--- config.mk ---
export PLATFORM = sky130hd
export DESIGN_NAME = iaid_ctrl
export DESIGN_NICKNAME = d
export VERILOG_FILES = /design/src/hw/rtl/iaid_pkg.sv /design/src/hw/rtl/iaid_ctrl.sv
export SDC_FILE = /design/constraint.sdc
export NUM_CORES = 1
export LEC_CHECK = 0
export BUFFER_PORTS_ARGS = -buffer_cell sky130_fd_sc_hd__buf_4
export CORE_ASPECT_RATIO = 0.5
export CORE_MARGIN = 1
export CORE_UTILIZATION = 42
export DETAILED_ROUTE_END_ITERATION = 7
export PLACE_DENSITY = 0.79
export SYNTH_ARGS = -nofsm -noshare
export SYNTH_HDL_FRONTEND = slang
export SYNTH_SLANG_ARGS = --single-unit
--- constraint.sdc ---
create_clock -name clk -period 4.7 [get_ports clk]
set_clock_uncertainty 0.2 [all_clocks]
set_input_delay 0.94 -clock clk [delete_from_list [all_inputs] [get_ports clk]]
set_output_delay 0.94 -clock clk [all_outputs]
set_load 0.005 [all_outputs]
--- src/hw/rtl/iaid_pkg.sv ---
// Package for the indexed array with insert and delete.
// Holds request kinds, status codes, the sequencer state type and the result struct.
// Depends on nothing; every other file of the block uses it.
`default_nettype none

package iaid_pkg;

	localparam int DEPTH_DEFAULT = 256;
	localparam int DATA_W        = 32;
	localparam int POS_W         = 9;
	localparam int KIND_W        = 3;
	localparam int STATUS_W      = 2;
	localparam int COUNT_OUT_W   = 9;

	// Request kinds.
	localparam logic [KIND_W-1:0] REQ_APPEND = 3'd0;
	localparam logic [KIND_W-1:0] REQ_INSERT = 3'd1;
	localparam logic [KIND_W-1:0] REQ_DELETE = 3'd2;
	localparam logic [KIND_W-1:0] REQ_READ   = 3'd3;
	localparam logic [KIND_W-1:0] REQ_WRITE  = 3'd4;

	// Result status codes.
	localparam logic [STATUS_W-1:0] ST_DONE  = 2'd0;
	localparam logic [STATUS_W-1:0] ST_RANGE = 2'd1;
	localparam logic [STATUS_W-1:0] ST_FULL  = 2'd2;

	typedef enum logic [2:0] {
		S_IDLE,
		S_RD_WAIT,
		S_INS_RD,
		S_INS_TAIL,
		S_INS_PUT,
		S_DEL_RD,
		S_DEL_TAIL,
		S_FIN
	} seq_state_t;

	typedef struct packed {
		logic [STATUS_W-1:0]    status;
		logic signed [DATA_W-1:0] read_word;
		logic [COUNT_OUT_W-1:0] count_after;
	} res_t;

endpackage

`default_nettype wire

--- src/hw/rtl/iaid_ctrl.sv ---
// Sequencer: checks each request, then drives the store one access per cycle,
// moving entries up or down through the single read and write port.
// Depends on iaid_pkg.
`default_nettype none

module iaid_ctrl #(
	parameter int DEPTH = iaid_pkg::DEPTH_DEFAULT
) (
	input  wire logic                              clk,
	input  wire logic                              arst_n,
	input  wire logic                              in_valid,
	output      logic                              in_ready,
	input  wire logic [iaid_pkg::KIND_W-1:0]       req_type,
	input  wire logic signed [iaid_pkg::POS_W-1:0] position,
	input  wire logic signed [iaid_pkg::DATA_W-1:0] data_word,
	output      logic                              res_valid,
	input  wire logic                              res_take,
	output      iaid_pkg::res_t                    res,
	output      logic                              rd_en,
	output      logic [$clog2(DEPTH)-1:0]          rd_addr,
	input  wire logic [iaid_pkg::DATA_W-1:0]       rd_data,
	output      logic                              wr_en,
	output      logic [$clog2(DEPTH)-1:0]          wr_addr,
	output      logic [iaid_pkg::DATA_W-1:0]       wr_data
);

	localparam int AW = $clog2(DEPTH);
	localparam int CW = $clog2(DEPTH + 1);

	iaid_pkg::seq_state_t state_q, state_d;

	logic [CW-1:0]                   count_q;
	logic [AW-1:0]                   ptr_q;
	logic [AW-1:0]                   idx_q;
	logic [AW-1:0]                   wa_q;
	logic                            wpend_q;
	logic [iaid_pkg::DATA_W-1:0]     word_q;
	logic [iaid_pkg::STATUS_W-1:0]   status_q;
	logic [iaid_pkg::DATA_W-1:0]     rword_q;

	logic                            accept;
	logic                            pos_ok;
	logic                            full;
	logic                            del_last;
	logic [AW-1:0]                   idx_w;
	logic [iaid_pkg::STATUS_W-1:0]   status_w;
	logic                            ok_w;

	assign accept   = in_valid && (state_q == iaid_pkg::S_IDLE);
	assign pos_ok   = !position[iaid_pkg::POS_W-1]
		&& (32'(position[iaid_pkg::POS_W-2:0]) < 32'(count_q));
	assign full     = (count_q == CW'(DEPTH));
	assign del_last = (32'(position[iaid_pkg::POS_W-2:0]) + 32'd1 == 32'(count_q));
	assign idx_w    = AW'(position[iaid_pkg::POS_W-2:0]);
	assign ok_w     = (status_w == iaid_pkg::ST_DONE);

	// Index is checked before fullness on an insert.
	always_comb begin
		unique case (req_type)
			iaid_pkg::REQ_APPEND: status_w = full ? iaid_pkg::ST_FULL : iaid_pkg::ST_DONE;
			iaid_pkg::REQ_INSERT: status_w = !pos_ok ? iaid_pkg::ST_RANGE
				: (full ? iaid_pkg::ST_FULL : iaid_pkg::ST_DONE);
			iaid_pkg::REQ_DELETE,
			iaid_pkg::REQ_READ,
			iaid_pkg::REQ_WRITE:  status_w = pos_ok ? iaid_pkg::ST_DONE : iaid_pkg::ST_RANGE;
			default:              status_w = iaid_pkg::ST_RANGE;
		endcase
	end

	always_ff @(posedge clk or negedge arst_n) begin
		if (!arst_n) begin
			state_q <= iaid_pkg::S_IDLE;
		end else begin
			state_q <= state_d;
		end
	end

	always_comb begin
		state_d  = state_q;
		in_ready = 1'b0;
		rd_en    = 1'b0;
		rd_addr  = ptr_q;
		wr_en    = wpend_q;
		wr_addr  = wa_q;
		wr_data  = rd_data;
		unique case (state_q)
			iaid_pkg::S_IDLE: begin
				in_ready = 1'b1;
				if (accept) begin
					if (!ok_w) begin
						state_d = iaid_pkg::S_FIN;
					end else begin
						unique case (req_type)
							iaid_pkg::REQ_APPEND: begin
								wr_en   = 1'b1;
								wr_addr = AW'(count_q);
								wr_data = data_word;
								state_d = iaid_pkg::S_FIN;
							end
							iaid_pkg::REQ_INSERT: state_d = iaid_pkg::S_INS_RD;
							iaid_pkg::REQ_DELETE: begin
								state_d = del_last ? iaid_pkg::S_DEL_TAIL : iaid_pkg::S_DEL_RD;
							end
							iaid_pkg::REQ_READ: begin
								rd_en   = 1'b1;
								rd_addr = idx_w;
								state_d = iaid_pkg::S_RD_WAIT;
							end
							iaid_pkg::REQ_WRITE: begin
								wr_en   = 1'b1;
								wr_addr = idx_w;
								wr_data = data_word;
								state_d = iaid_pkg::S_FIN;
							end
							default: state_d = iaid_pkg::S_FIN;
						endcase
					end
				end
			end
			iaid_pkg::S_RD_WAIT: state_d = iaid_pkg::S_FIN;
			iaid_pkg::S_INS_RD: begin
				rd_en = 1'b1;
				if (ptr_q == idx_q) begin
					state_d = iaid_pkg::S_INS_TAIL;
				end
			end
			iaid_pkg::S_INS_TAIL: state_d = iaid_pkg::S_INS_PUT;
			iaid_pkg::S_INS_PUT: begin
				wr_en   = 1'b1;
				wr_addr = idx_q;
				wr_data = word_q;
				state_d = iaid_pkg::S_FIN;
			end
			iaid_pkg::S_DEL_RD: begin
				rd_en = 1'b1;
				if (CW'(ptr_q) == count_q - CW'(1)) begin
					state_d = iaid_pkg::S_DEL_TAIL;
				end
			end
			iaid_pkg::S_DEL_TAIL: state_d = iaid_pkg::S_FIN;
			iaid_pkg::S_FIN: begin
				if (res_take) begin
					state_d = iaid_pkg::S_IDLE;
				end
			end
			default: state_d = iaid_pkg::S_IDLE;
		endcase
	end

	// Live count and the pending write of a shifted entry.
	always_ff @(posedge clk or negedge arst_n) begin
		if (!arst_n) begin
			count_q <= '0;
			wpend_q <= 1'b0;
		end else begin
			wpend_q <= (state_q == iaid_pkg::S_INS_RD) || (state_q == iaid_pkg::S_DEL_RD);
			if ((accept && ok_w && (req_type == iaid_pkg::REQ_APPEND))
					|| (state_q == iaid_pkg::S_INS_PUT)) begin
				count_q <= count_q + CW'(1);
			end else if (state_q == iaid_pkg::S_DEL_TAIL) begin
				count_q <= count_q - CW'(1);
			end
		end
	end

	always_ff @(posedge clk) begin
		wa_q <= (state_q == iaid_pkg::S_INS_RD) ? ptr_q + AW'(1) : ptr_q - AW'(1);
		if (accept) begin
			word_q   <= data_word;
			idx_q    <= idx_w;
			status_q <= status_w;
			rword_q  <= '0;
			if (req_type == iaid_pkg::REQ_INSERT) begin
				ptr_q <= AW'(count_q - CW'(1));
			end else begin
				ptr_q <= idx_w + AW'(1);
			end
		end else if (state_q == iaid_pkg::S_INS_RD) begin
			ptr_q <= ptr_q - AW'(1);
		end else if (state_q == iaid_pkg::S_DEL_RD) begin
			ptr_q <= ptr_q + AW'(1);
		end
		if (state_q == iaid_pkg::S_RD_WAIT) begin
			rword_q <= rd_data;
		end
	end

	assign res_valid       = (state_q == iaid_pkg::S_FIN);
	assign res.status      = status_q;
	assign res.read_word   = rword_q;
	assign res.count_after = iaid_pkg::COUNT_OUT_W'(count_q);

endmodule

`default_nettype wire

==> key figures <==
Cells and area
  – Area Overhead vs Synth: 29.8%
  – Finished Cell Area: 0.00791 mm^2
  – Layout cells sized above 1: 29.6%
  – Final core occ: 57.1%
  – Finished Layout Cells: 969
  – Register area: 0.00295 mm^2
  – # nets final: 865
  – Number of fill cells: 1158
  – Multi-input logic area: 0.00279 mm^2
  – Ant diodes: 0

Setup path
  – CP top delay family: compound AO/OA/AOI/OAI gates
  – CP endpoint: wr_data[23]
  – CP Cell Sequence: buf_4, ha_1, a211oi_1, nand2_1, o2111ai_1, nand2_1, a21oi_2, o21ai_2, buf_4, a21oi_1, buf_4
  – Max FO, Critical Path: 22
  – Crit start category: primary input
  – Kind of critical path: in2out
  – Endpoint type of the worst setup path: primary output
  – Worst path required time: 3.56 ns
  – Worst R2R Path Depth: 9
  – CP dominant cell by count: buf_4
  – Largest stage delay on the critical path: 0.32 ns
  – Worst setup path start: position[4]
  – Flop2flop setup slack: 1.42 ns
  – CP Depth: 11
  – Crit path DAT: 3.35 ns
  – Slowest-stage cell, CP: ha_1
  – Reg-to-Reg End: state_q[0]
  – CP Buf/Inv Count: 3
  – Reg2reg start: count_q[0]

Detailed routing
  – DRT Pass-1 Iters: 5
  – Avg Vias per Cell: 5.62
  – Post-Route WL: 17.8 mm
  – Via count: 5447
  – Initial DRC Count: 574
  – Avg WL per Cell: 18.3 um
  – Detailed-route DRC error count: 0
  – Post-route ant nets: 0

Clock network
  – CTS Buffer Depth: 2
  – CTS tree: built
  – TritonCTS Buffers: 9
  – CTS root buf: clkbuf_16
  – CTS clock-pin slew for the worst setup and hold paths: 0.07 ns
  – Post-CTS setup buffer count: 0
  – Htree depth: 3
  – Clk sink count: 103
  – Worst-Skew Late Latency: 0.35 ns

STA
  – Rel. slew slack: 44.1%
  – Final hold slack: 0.235 ns
  – Final period util: 95.6%
  – RSZ-0062 raised after global routing: false
  – Final Max Tran Viols: 0
  – Worst Tran Pin Value: 0.839 ns
  – Fmax: 0.223 GHz
  – Final Hold Viols: 0
  – Final WS setup: 0.209 ns
  – Crit path time final: 4.49 ns
  – Setup TNS: 0 ns
  – Setup-failing EPs final: 0

Global routing
  – Largest net degree at the start of global routing: 35
  – GRT met3 Usage: 4.77%
  – GR Layer Usage met1: 28.3%
  – First-pass GRT wire length: 26.5 mm
  – Antenna violations before repair: 0
  – GR peak layer: met2
  – All-Layer GR Usage: 23.2%
  – Global route overflow: 0
  – Met2 Track Usage GR: 40.5%
  – Vias in the first global route: 5154

Yosys
  – Syn nets: 706
  – Synth top area share: 40.4%
  – Syn. warnings: 0
  – Syn_area_per_cell: 9.95 um^2
  – Netlist Area Pre-Place: 0.00610 mm^2
  – Largest cells by area after synthesis: edfxtp_1 (40%), dfrtp_1 (5.3%), xnor2_1 (5.0%), a21oi_1 (4.0%), and2_1 (3.7%)
  – Top FF cell, synth: edfxtp_1
  – Register bit total from synthesis: 103
  – Synthesized instance count: 613
  – Synth cell count leaders: edfxtp_1 (82), a21oi_1 (49), inv_1 (48)
  – Top cell type by total area after synthesis: edfxtp_1
  – Post-synth ARST share: 12.6%
  – Distinct cells, synth: 60
  – Sequential area share after synthesis: 48.3%
  – Most frequent cell after synthesis: edfxtp_1
  – Number of synthesized flops with an enable pin: 82

Power and ir drop
  – Pwr Total: 4.21 mW
  – Pleak: 3.18 nW
  – VDD IR max: 0.208 mV
  – Power Density: 532 mW/mm^2

Die
  – Core Footprint: 0.0139 mm^2
  – Die extent in x: 172 um
  – IO Count: 175
  – Floorplan die height: 87.2 um
  – FP Rows: 30
  – Initial Util: 44.0%
  – Die Area: 0.0150 mm^2

Run status
  – Status: finished, final reports clean

Placement
  – Dpl ws: 0.143 ns
  – I/O Buffers: 174
  – Placed inst area: 0.00759 mm^2
  – RePlAce Congestion: 0.933
  – Final HPWL DP: 13.1 mm
  – Inst Count DP: 953

Flow run
  – Max_cap viols: 0

Worst hold path
  – Hold Crit Class: in2async
[cell usage in the layout, fill, tap and decap left out, drive strengths merged, types with 21 or more instances in the layout]
cell,instances
edfxtp,82
inv,53
nand3,21
nand2,41
a21oi,49
xnor2,35
and2,36
o22ai,32
o21ai,30
nor2,27
buf,191
[cell type report]
class                   count  area share, %
clock buffers               9           2.85
clock inverters             7           1.08
inverters                  50           2.37
multi-input cells         417           35.3
flip-flops and latches    103           37.3
well taps                 192           3.04
repair buffers            191           18.1
[where the power goes]
part	switching [mW]	leakage, nW	internal (mW)
Sequential	0.253	0.961	1.22
Clock	0.355	0.152	0.425
Combinational	1.02	2.07	0.929
[worst reg2reg max path: cells and delay by family (launching register included)]
family                     cells  cell delay, ns
buffers and inverters          1            0.11
AOI/OAI and AO/OA              3            1.00
and+or+nand+nor                2            0.77
DFF                            1            0.39
muxes                          1            0.35
adders and majority gates      1            0.23
xor gates and xnor gates       1            0.10
[flip-flops by register name, summed over array words and instances (netlist names)]
name / count
rword_q: 32
word_q: 32
count_q: 9
idx_q: 8
ptr_q: 8
wa_q: 8
state_q: 3
status_q: 2
wpend_q: 1
[layer usage]
metal	vias to the layer above	share of wire [%]
li1	2545	-
met1	2599	40
met2	259	50
met3	44	7.3
met4	0	2.6
met5	-	0
[how the worst min path moves through the flow]
stage / start / end / slack, ns / cells past startpoint
floorplan: count_q[1] / count_q[1] / 0.43 / 2
global placement: count_q[2] / count_q[2] / 0.37 / 2
detailed placement: count_q[2] / count_q[2] / 0.41 / 2
CTS: arst_n / wpend_q / 0.23 / 1
global route: arst_n / count_q[6] / 0.24 / 1
finish: arst_n / wpend_q / 0.24 / 1
[cells by family (layout without fill, tap and decap cells)]
logic type	Yosys count	after routing	share of synthesized area, %
buffers and inverters	93	257	6.12
XOR/XNOR	56	56	8.52
AND/OR/NAND/NOR	174	174	15.2
adder cells (fa/ha/maj)	13	13	2.67
flip-flops	103	103	48.3
multiplexers	13	13	2.32
AO/OA/AOI/OAI	161	161	16.8
[timing repair]
action	in CTS	in global routing
hold endpoints to repair	0	0
hold buffers	0	0
resized for setup	0	3
setup endpoints to repair	0	28
(Power assumes the default switching activity.)
